[src/design/ura_pkg.sv]
// Shared types, constants and the digit glyph function for the radix-to-ASCII converter.
`timescale 1ns / 1ps

package ura_pkg;

    typedef logic [3:0] t_digit;
    typedef logic [4:0] t_radix;

    localparam logic [7:0] C_BASE_MIN  = 8'd2;
    localparam logic [7:0] C_BASE_MAX  = 8'd16;
    localparam int         C_STEP_BITS = 8;
    localparam logic [7:0] C_CHAR_ZERO = 8'h30;
    localparam logic [7:0] C_CHAR_A    = 8'h61;
    localparam t_digit     C_DEC_TOP   = 4'd10;

    function automatic logic [7:0] f_glyph(input t_digit d);
        logic [7:0] c;
        if (d < C_DEC_TOP) begin
            c = C_CHAR_ZERO + {4'd0, d};
        end else begin
            c = C_CHAR_A + {4'd0, d - C_DEC_TOP};
        end
        return c;
    endfunction

endpackage

[src/design/ura_if.sv]
// Valid/ready channel interfaces for the input items and the digit results.
`timescale 1ns / 1ps

interface ura_in_if;
    logic        valid;
    logic        ready;
    logic [63:0] value;
    logic [7:0]  base;

    modport source (output valid, output value, output base, input ready);
    modport sink   (input valid, input value, input base, output ready);
endinterface

interface ura_out_if;
    logic       valid;
    logic       ready;
    logic [7:0] digit_char;
    logic       bad_base;
    logic       last;

    modport source (output valid, output digit_char, output bad_base, output last, input ready);
    modport sink   (input valid, input digit_char, input bad_base, input last, output ready);
endinterface

[src/design/ura_div.sv]
// Iterative divider by a small radix, eight dividend bits per cycle.
`timescale 1ns / 1ps

module ura_div #(
    parameter int PW = 64
) (
    input  logic                 i_clk,
    input  logic                 i_rst_n,
    input  logic                 i_start,
    input  logic [PW-1:0]        i_dividend,
    input  ura_pkg::t_radix      i_divisor,
    output logic                 o_done,
    output logic [PW-1:0]        o_quotient,
    output ura_pkg::t_digit      o_remainder
);

    localparam int CHUNKS = PW / ura_pkg::C_STEP_BITS;
    localparam int CW     = $clog2(CHUNKS + 1);

    logic                  r_busy;
    logic                  r_done;
    logic [CW-1:0]         r_cnt;
    logic [PW-1:0]         r_acc;
    ura_pkg::t_digit       r_rem;

    logic [PW-1:0]         n_acc;
    ura_pkg::t_digit       n_rem;

    always_comb begin
        logic [4:0] t;
        n_acc = r_acc;
        n_rem = r_rem;
        for (int i = 0; i < ura_pkg::C_STEP_BITS; i++) begin
            t = {n_rem, n_acc[PW-1]};
            n_acc = {n_acc[PW-2:0], 1'b0};
            if (t >= i_divisor) begin
                t = t - i_divisor;
                n_acc[0] = 1'b1;
            end
            n_rem = t[3:0];
        end
    end

    always_ff @(posedge i_clk) begin
        if (!i_rst_n) begin
            r_busy <= 1'b0;
            r_done <= 1'b0;
        end else begin
            r_done <= 1'b0;
            if (i_start) begin
                r_busy <= 1'b1;
            end else if (r_busy && r_cnt == CW'(1)) begin
                r_busy <= 1'b0;
                r_done <= 1'b1;
            end
        end
    end

    always_ff @(posedge i_clk) begin
        if (i_start) begin
            r_acc <= i_dividend;
            r_rem <= '0;
            r_cnt <= CW'(CHUNKS);
        end else if (r_busy) begin
            r_acc <= n_acc;
            r_rem <= n_rem;
            r_cnt <= r_cnt - CW'(1);
        end
    end

    assign o_done      = r_done;
    assign o_quotient  = r_acc;
    assign o_remainder = r_rem;

endmodule

[src/design/unsigned_radix_to_ascii.sv]
// A bad base gives its single result the cycle after the input transfer.
// Otherwise the shared divider produces the digits one by one, least significant first,
// then each digit result passes a store read (ST_RD) and is held in ST_OUT until the sink is ready.
// One item at a time: a new input is taken only in idle, after the last result of the previous one.
// Reset: synchronous, active low; returns to idle, digit store contents are kept.
`timescale 1ns / 1ps

module unsigned_radix_to_ascii #(
    parameter int VALUE_BITS = 64,
    parameter int MAX_DIGITS = 64
) (
    input  logic          i_clk,
    input  logic          i_rst_n,
    ura_in_if.sink        i_in,
    ura_out_if.source     o_out
);

    localparam int CHUNKS = (VALUE_BITS + ura_pkg::C_STEP_BITS - 1) / ura_pkg::C_STEP_BITS;
    localparam int PW     = CHUNKS * ura_pkg::C_STEP_BITS;
    localparam int AW     = $clog2(MAX_DIGITS);

    localparam logic [1:0] ST_IDLE = 2'd0;
    localparam logic [1:0] ST_DIV  = 2'd1;
    localparam logic [1:0] ST_RD   = 2'd2;
    localparam logic [1:0] ST_OUT  = 2'd3;

    logic [1:0]            r_state;
    logic                  r_bad;
    logic [AW-1:0]         r_cnt;
    logic [AW-1:0]         r_idx;
    ura_pkg::t_radix       r_base;
    ura_pkg::t_digit       r_rd_data;
    ura_pkg::t_digit       r_store [MAX_DIGITS];

    logic                  s_in_xfer;
    logic                  s_out_xfer;
    logic                  s_base_bad;
    logic                  s_start;
    logic                  s_more;
    logic                  s_last;
    logic [PW-1:0]         s_dividend;
    logic                  div_done;
    logic [PW-1:0]         div_quo;
    ura_pkg::t_digit       div_rem;

    assign s_in_xfer  = i_in.valid && i_in.ready;
    assign s_out_xfer = o_out.valid && o_out.ready;
    assign s_base_bad = (i_in.base < ura_pkg::C_BASE_MIN) || (i_in.base > ura_pkg::C_BASE_MAX);
    assign s_more     = (div_quo != '0) && (r_cnt != AW'(MAX_DIGITS - 1));
    assign s_start    = (s_in_xfer && !s_base_bad) || (r_state == ST_DIV && div_done && s_more);
    assign s_dividend = (r_state == ST_IDLE) ? PW'(i_in.value[VALUE_BITS-1:0]) : div_quo;
    assign s_last     = r_bad || (r_idx == '0);

    ura_div #(
        .PW (PW)
    ) u_div (
        .i_clk       (i_clk),
        .i_rst_n     (i_rst_n),
        .i_start     (s_start),
        .i_dividend  (s_dividend),
        .i_divisor   (r_state == ST_IDLE ? i_in.base[4:0] : r_base),
        .o_done      (div_done),
        .o_quotient  (div_quo),
        .o_remainder (div_rem)
    );

    always_ff @(posedge i_clk) begin
        if (!i_rst_n) begin
            r_state <= ST_IDLE;
            r_bad   <= 1'b0;
        end else begin
            case (r_state)
                ST_IDLE: begin
                    if (s_in_xfer) begin
                        r_bad   <= s_base_bad;
                        r_state <= s_base_bad ? ST_OUT : ST_DIV;
                    end
                end
                ST_DIV: begin
                    if (div_done && !s_more) begin
                        r_state <= ST_RD;
                    end
                end
                ST_RD: begin
                    r_state <= ST_OUT;
                end
                ST_OUT: begin
                    if (s_out_xfer) begin
                        r_state <= s_last ? ST_IDLE : ST_RD;
                    end
                end
                default: begin
                    r_state <= ST_IDLE;
                end
            endcase
        end
    end

    always_ff @(posedge i_clk) begin
        if (s_in_xfer) begin
            r_base <= i_in.base[4:0];
            r_cnt  <= '0;
        end else if (r_state == ST_DIV && div_done) begin
            if (s_more) begin
                r_cnt <= r_cnt + AW'(1);
            end else begin
                r_idx <= r_cnt;
            end
        end else if (r_state == ST_OUT && s_out_xfer && !s_last) begin
            r_idx <= r_idx - AW'(1);
        end
    end

    // digit store, least significant digit first
    always_ff @(posedge i_clk) begin
        if (r_state == ST_DIV && div_done) begin
            r_store[r_cnt] <= div_rem;
        end
        r_rd_data <= r_store[r_idx];
    end

    assign i_in.ready       = (r_state == ST_IDLE);
    assign o_out.valid      = (r_state == ST_OUT);
    assign o_out.digit_char = r_bad ? 8'd0 : ura_pkg::f_glyph(r_rd_data);
    assign o_out.bad_base   = r_bad;
    assign o_out.last       = s_last;

endmodule

[src/flat_wrapper.sv]
// flat-port wrapper written by rule: the top's interface ports become plain ports
module unsigned_radix_to_ascii_flat 
#(
    parameter int VALUE_BITS = 64,
    parameter int MAX_DIGITS = 64
)
  (i_clk, i_rst_n, i_in_valid, i_in_value, i_in_base, i_in_ready, o_out_valid, o_out_digit_char, o_out_bad_base, o_out_last, o_out_ready);
  ura_in_if i_in_i ();
  ura_out_if o_out_i ();
  input  logic i_clk;
  input  logic i_rst_n;
  input wire logic [$bits(i_in_i.valid)-1:0] i_in_valid;
  input wire logic [$bits(i_in_i.value)-1:0] i_in_value;
  input wire logic [$bits(i_in_i.base)-1:0] i_in_base;
  output wire logic [$bits(i_in_i.ready)-1:0] i_in_ready;
  output wire logic [$bits(o_out_i.valid)-1:0] o_out_valid;
  output wire logic [$bits(o_out_i.digit_char)-1:0] o_out_digit_char;
  output wire logic [$bits(o_out_i.bad_base)-1:0] o_out_bad_base;
  output wire logic [$bits(o_out_i.last)-1:0] o_out_last;
  input wire logic [$bits(o_out_i.ready)-1:0] o_out_ready;
  assign i_in_i.valid = i_in_valid;
  assign i_in_i.value = i_in_value;
  assign i_in_i.base = i_in_base;
  assign i_in_ready = i_in_i.ready;
  assign o_out_valid = o_out_i.valid;
  assign o_out_digit_char = o_out_i.digit_char;
  assign o_out_bad_base = o_out_i.bad_base;
  assign o_out_last = o_out_i.last;
  assign o_out_i.ready = o_out_ready;
  unsigned_radix_to_ascii #(.VALUE_BITS(VALUE_BITS), .MAX_DIGITS(MAX_DIGITS)) u_core (.i_clk(i_clk), .i_rst_n(i_rst_n), .i_in(i_in_i), .o_out(o_out_i));
endmodule
[config.mk]
export PLATFORM = sky130hd
export DESIGN_NAME = unsigned_radix_to_ascii_flat
export DESIGN_NICKNAME = d
export VERILOG_FILES = /design/src/design/ura_pkg.sv /design/src/design/ura_if.sv /design/src/design/ura_div.sv /design/src/design/unsigned_radix_to_ascii.sv /design/src/flat_wrapper.sv
export SDC_FILE = /design/constraint.sdc
export NUM_CORES = 1
export LEC_CHECK = 0
export ABC_AREA = 0
export BUFFER_PORTS_ARGS = -buffer_cell sky130_fd_sc_hd__buf_2
export CAP_MARGIN = 20
export CORE_UTILIZATION = 35
export CTS_BUF_LIST = sky130_fd_sc_hd__clkbuf_8 sky130_fd_sc_hd__clkbuf_16
export CTS_CLUSTER_DIAMETER = 50
export DETAILED_ROUTE_END_ITERATION = 10
export PLACE_DENSITY = 0.58
export SLEW_MARGIN = 5
export SYNTH_ARGS = -nofsm -noshare
export SYNTH_HDL_FRONTEND = slang
export SYNTH_SLANG_ARGS = --single-unit
[constraint.sdc]
create_clock -name i_clk -period 18.01 [get_ports i_clk]
set_input_delay 1.801 -clock i_clk [delete_from_list [all_inputs] [get_ports i_clk]]
set_output_delay 1.801 -clock i_clk [all_outputs]
set_load 0.01 [all_outputs]
==> results.sh, run 1 <==
export IMPL_status="finished clean"
export IMPL_final_setup_skew_ns=0.0237
export IMPL_seq_area_frac_synth=0.633
export IMPL_synth_nets=1291
export IMPL_dieArea_sq_mm=0.0478
export IMPL_max_freq_ghz=0.0748
export IMPL_grt_pass1_vias=9678
export IMPL_synth_common_cells="edfxtp_1 (331), nand2_1 (211), nor2_1 (96)"
export IMPL_cp_common_cell="ha_1"
export IMPL_cts_setup_buffers=0
export IMPL_start_kind="primary input"
export IMPL_drt_first_pass_iters=5
export IMPL_htree_levels=2
export IMPL_grt_max_degree=71
export IMPL_synth_edff_count=331
export IMPL_vias=9654
export IMPL_drive_gt1_frac=0.225
export IMPL_synth_area_sq_mm=0.0164
export IMPL_synth_most_common_cell="edfxtp_1"
export IMPL_avgViaCountPerCell=5.11
export IMPL_grtUsageTotal=0.157
export IMPL_nets=1373
export IMPL_cts_sinks=354
export IMPL_synth_warnings=0
export IMPL_multiInputGateArea_sq_mm=0.00565
export IMPL_ant_nets=0
export IMPL_rsz0062_at_grt="false"
export IMPL_grt_pass1_wl_um=56500
export IMPL_drc=0
export IMPL_fp_coreArea_sq_mm=0.0465
export IMPL_synth_cell_types=62
export IMPL_drv_cap=0
export IMPL_cp_slowest_cell="a221oi_1"
export IMPL_end_kind="flop"
export IMPL_dpl_hpwl_um=24600
export IMPL_layout_min_cycle_time_ns=13.37
export IMPL_drv_slew=0
export IMPL_synth_flop_cell="edfxtp_1"
export IMPL_min_path_type="flop to flop"
export IMPL_required_ns=18.46
export IMPL_ys_ff_latch=354
export IMPL_post_synth_top_area_fraction=0.605
export IMPL_avgSynthCellArea_sq_um=14.1
export IMPL_clk_pin_slew_ns=0.05
export IMPL_die_h_um=219
export IMPL_crit_arrival_ns=13.82
export IMPL_seq_area_sq_mm=0.0104
export IMPL_worst_pin_slew_ns=1.03
export IMPL_critPathMaxFanout=8
export IMPL_post_cts_resized=0
export IMPL_post_drt_wl_per_cell_um=19.7
export IMPL_drtIter0Drc=646
export IMPL_synth_area_leaders="edfxtp_1 (60%), mux4_2 (12%), nand2_1 (4.8%)"
export IMPL_period_share=0.742
export IMPL_critPathMaxStageDelay_ns=0.66
export IMPL_hold_buffers=0
export IMPL_fin_setup_tns_ns=0
export IMPL_ios=88
export IMPL_max_slew_margin=0.308
export IMPL_place_congestion=0.851
export IMPL_final_hold_viol_count=0
export IMPL_cts_buffers=45
export IMPL_fp_row_count=79
export IMPL_yosysTopAreaCell="edfxtp_1"
export IMPL_wl_um=37300
export IMPL_fillCellCount=4316
export IMPL_synth_async_reset_ratio=0
export IMPL_overflow=0
export IMPL_area_growth_pct=15.2
export IMPL_root_buffer="clkbuf_16"
export IMPL_criticalPathCategory="primary input to flop"
export IMPL_cts_tree="built"
export IMPL_fp_dieW_um=219
export IMPL_syn_instance_count=1164
export IMPL_setup_viol=0
export IMPL_initial_utilization=0.354
export IMPL_clock_latency_ns=0.58
export IMPL_antenna_found_initial=2
export IMPL_port_buffers=86
export IMPL_cts_path_max_buffers=3
worst paths after layout:
path	start	to	slack (ns)	depth (start not counted)
setup / recovery	i_in_base[0]	u_core.u_div.o_remainder[0]$_SDFFE_PN0P_	4.64	51
hold / removal	u_core.u_div.r_cnt[1]$_SDFFE_PN0P_	u_core.u_div.r_cnt[1]$_SDFFE_PN0P_	0.49	2
setup reg to reg	u_core.r_state[1]$_SDFFE_PN0P_	u_core.u_div.o_remainder[0]$_SDFFE_PN0P_	4.83	51
hold reg to reg	u_core.u_div.r_cnt[1]$_SDFFE_PN0P_	u_core.u_div.r_cnt[1]$_SDFFE_PN0P_	0.49	2
per-layer routing:
metal | global-route usage | routed length [um] | vias to the layer above
li1 | - | - | 4537
met1 | 0.203 | 16300 | 4819
met2 | 0.266 | 18400 | 227
met3 | 0.0302 | 1670 | 69
met4 | 0.0505 | 887 | 2
met5 | 0 | 12 | -
worst max-delay path, delay by kind of cell:
kind	cells	cell delay, ns
adder cells (fa/ha/maj)	8	2.61
AND/OR/NAND/NOR	14	3.05
multiplexers	4	1.45
AO/OA/AOI/OAI	24	4.76
buffers and inverters	1	0.11
cell type report:
type | count | share of cell area
diodes | 1 | 0.000132
clock buffers | 46 | 0.0602
clock inverters | 37 | 0.0160
inverters | 38 | 0.00753
multi-input cells | 708 | 0.299
flip-flops and latches | 354 | 0.550
well taps | 607 | 0.0401
repair buffers | 99 | 0.0279
through the flow:
| stage | area, sq um | std cells | hold slack (ns) | worst slack, ns | utilization |
|---|---|---|---|---|---|
| final | 18900 | 1890 | 0.491 | 4.64 | 0.408 |
| after detailed placement | 17500 | 1806 | 0.487 | 4.19 | 0.376 |
| after CTS | 18900 | 1889 | 0.494 | 4.78 | 0.407 |
| after floorplan | 16400 | 1164 | 0.466 | 5.23 | - |
| after global routing | 18900 | 1890 | 0.525 | 3.82 | 0.408 |
| after global placement | 17500 | 1806 | 0.482 | 4.50 | 0.376 |
placed cells by master, fill, tap and decap left out, drive strengths merged, types with 10 or more instances in the layout:
cell	n
a21o	14
a21oi	34
buf	99
clkbuf	46
clkinv	17
dfxtp	23
edfxtp	331
ha	45
inv	52
mux2	15
mux2i	10
mux4	84
nand2	211
nor2	96
nor3	11
nor4	22
o21ai	27
xnor2	21
xor2	14
cells by family (layout without fill, tap and decap cells):
| group | after synthesis | after routing | share of synthesized area |
|---|---|---|---|
| compound gates | 107 | 107 | 0.0403 |
| xor+xnor | 35 | 35 | 0.0186 |
| fa+ha+maj | 53 | 53 | 0.0428 |
| buf+inv | 102 | 220 | 0.0247 |
| flops | 354 | 354 | 0.633 |
| mux | 109 | 109 | 0.133 |
| other cells | 1 | 2 | 0.000228 |
| simple gates | 403 | 403 | 0.108 |
state kept, by name, summed over array words and instances, names as in the netlist:
register                  flops
u_core.r_store              256
u_core.r_rd_data              4
u_core.r_state                2
u_core.u_div.r_cnt            4
u_core.u_div.o_remainder      4
u_core.u_div.r_busy           1
u_core.r_cnt                  6
u_core.r_idx                  6
u_core.o_out.bad_base         1
u_core.u_div.o_quotient      64
u_core.r_base                 5
u_core.u_div.o_done           1
Power of run 1 is left out: the tool's default activity adds up to more than one toggle a clock period on the data nets, which glitch-free logic cannot reach.
==> run 2: changes to the inputs <==
- PLACE_DENSITY: 0.58 -> 0.59
- clock period: 18.01 -> 12.1 ns (I/O delays scaled with it)
==> run 2 against run 1 <==
Sequential share of layout area down 0.36 points. Routed wire length down 1.1%. Core utilization up 0.27 points. Via count up 1.0%. Clock skew down 0.010 ns. Register-to-register slack worse by 4.2 ns. Critical path depth down 2. Design area up 0.65%. Die area unchanged. Clock-buffer cell count down 7. Critical path type unchanged. Highest routed layer unchanged.
==> results.sh, run 2 (synthesis results as in run 1) <==
export IMPL_status="finished clean"
export IMPL_cp_slowest_cell="fa_1"
export IMPL_grt_pass1_vias=9810
export IMPL_vias=9753
export IMPL_clock_latency_ns=0.54
export IMPL_fp_coreArea_sq_mm=0.0465
export IMPL_start_kind="primary input"
export IMPL_max_slew_margin=0.299
export IMPL_area_growth_pct=15.9
export IMPL_placed_cells=1829
export IMPL_critPathMaxFanout=6
export IMPL_grtUsageTotal=0.155
export IMPL_worst_pin_slew_ns=1.04
export IMPL_crit_arrival_ns=12.01
export IMPL_rr_worst_depth=49
export IMPL_nets=1396
export IMPL_cts_tree="built"
export IMPL_final_hold_viol_count=0
export IMPL_largest_reg_flops=256
export IMPL_port_buffers=86
export IMPL_drc=0
export IMPL_avgViaCountPerCell=5.12
export IMPL_critPathMaxStageDelay_ns=0.54
export IMPL_root_buffer="clkbuf_16"
export IMPL_post_drt_wl_per_cell_um=19.3
export IMPL_wl_um=36800
export IMPL_layout_min_cycle_time_ns=11.59
export IMPL_period_share=0.958
export IMPL_hold_depth=2
export IMPL_top_register="u_core.r_store"
export IMPL_layout_commonest_cell="edfxtp_1"
export IMPL_min_path_type="flop to flop"
export IMPL_cts_buffers=39
export IMPL_insertedDiodeCount=0
export IMPL_postLayoutCoreUtil=0.410
export IMPL_crit_family="compound AO/OA/AOI/OAI gates"
export IMPL_initial_utilization=0.354
export IMPL_antenna_found_initial=1
export IMPL_fin_setup_tns_ns=0
export IMPL_overflow=0
export IMPL_final_setup_skew_ns=0.0136
export IMPL_grt_max_degree=71
export IMPL_dpl_hpwl_um=24900
export IMPL_dieArea_sq_mm=0.0478
export IMPL_cts_path_max_buffers=3
export IMPL_place_congestion=0.828
export IMPL_layout_common_cells="edfxtp_1 (331), nand2_1 (211), nor2_1 (96)"
export IMPL_max_freq_ghz=0.0863
export IMPL_ant_nets=0
export IMPL_required_ns=12.52
export IMPL_fillCellCount=4356
export IMPL_grt_pass1_wl_um=56600
export IMPL_end_kind="flop"
export IMPL_die_h_um=219
export IMPL_finalInstanceArea_sq_mm=0.0191
export IMPL_worst_path_buf_inv=3
export IMPL_drv_cap=0
export IMPL_fp_dieW_um=219
export IMPL_criticalPathCategory="primary input to flop"
export IMPL_clk_pin_slew_ns=0.06
export IMPL_setup_viol=0
export IMPL_drive_gt1_frac=0.240
export IMPL_cp_depth=49
export IMPL_drtIter0Drc=678
export IMPL_cts_sinks=354
export IMPL_drv_slew=0
export IMPL_drt_first_pass_iters=5
export IMPL_placed_area_sq_mm=0.0177
export IMPL_stdcell_count=1904
export IMPL_ios=88
export IMPL_htree_levels=2
export IMPL_fp_row_count=79
## run 2: cell count changes in the layout (fill, tap and decap cells not counted), moves of 3 or more
cell,delta
inv_8,-4
clkinvlp_4,-5
clkinv_2,-3
o21ai_0,-3
inv_1,+3
a21oi_1,-4
clkbuf_16,-6
bufinv_16,+3
a21oi_2,+4
buf_4,+28
## run 2: worst paths after layout
| check | startpoint | to | slack (ns) |
|---|---|---|---|
| max | i_in_base[0] | u_core.u_div.o_remainder[0]$_SDFFE_PN0P_ | 0.51 |
| min | u_core.u_div.r_cnt[1]$_SDFFE_PN0P_ | u_core.u_div.r_cnt[1]$_SDFFE_PN0P_ | 0.49 |
| max reg2reg | u_core.r_state[1]$_SDFFE_PN0P_ | u_core.u_div.o_remainder[0]$_SDFFE_PN0P_ | 0.66 |
| min reg2reg | u_core.u_div.r_cnt[1]$_SDFFE_PN0P_ | u_core.u_div.r_cnt[1]$_SDFFE_PN0P_ | 0.49 |
## run 2: final cells by class
cell class                 instances  area, sq um  area share
tap                              607          759      0.0399
sequential                       354        10400       0.546
multi-input combinational        708         5730       0.300
inverter                          38          143     0.00748
clock buffer                      39          976      0.0512
clock inverter                    30          283      0.0148
timing repair buffer             128          766      0.0402
## run 2: worst min-delay path, stage by stage, from the launching register on
cell and delay, ns:
dfxtp_1 0.32, nor2_1 0.08, a211oi_1 0.05
## run 2: repair_timing
action	in CTS	in global routing
hold endpoints to repair	0	0
endpoints found under the setup margin	0	5
gates resized for setup	0	15
setup buffers	0	5
hold buffers	0	0
## run 2: per-stage QoR
stage                     setup slack [ns]  hold WS, ns
after floorplan                     0.0639        0.466
after global placement               0.133        0.479
after detailed placement            -0.353        0.485
after CTS                            0.209        0.494
after global routing               -0.0524        0.523
final                                0.509        0.494
## run 2: per-layer routing
layer,track usage,wire [um],up-vias
met2,0.259,18100,235
met3,0.0256,1790,52
li1,-,-,4584
met4,0.0347,609,2
met5,0,8,-
met1,0.211,16300,4880
Power of run 2 is left out for the same reason.
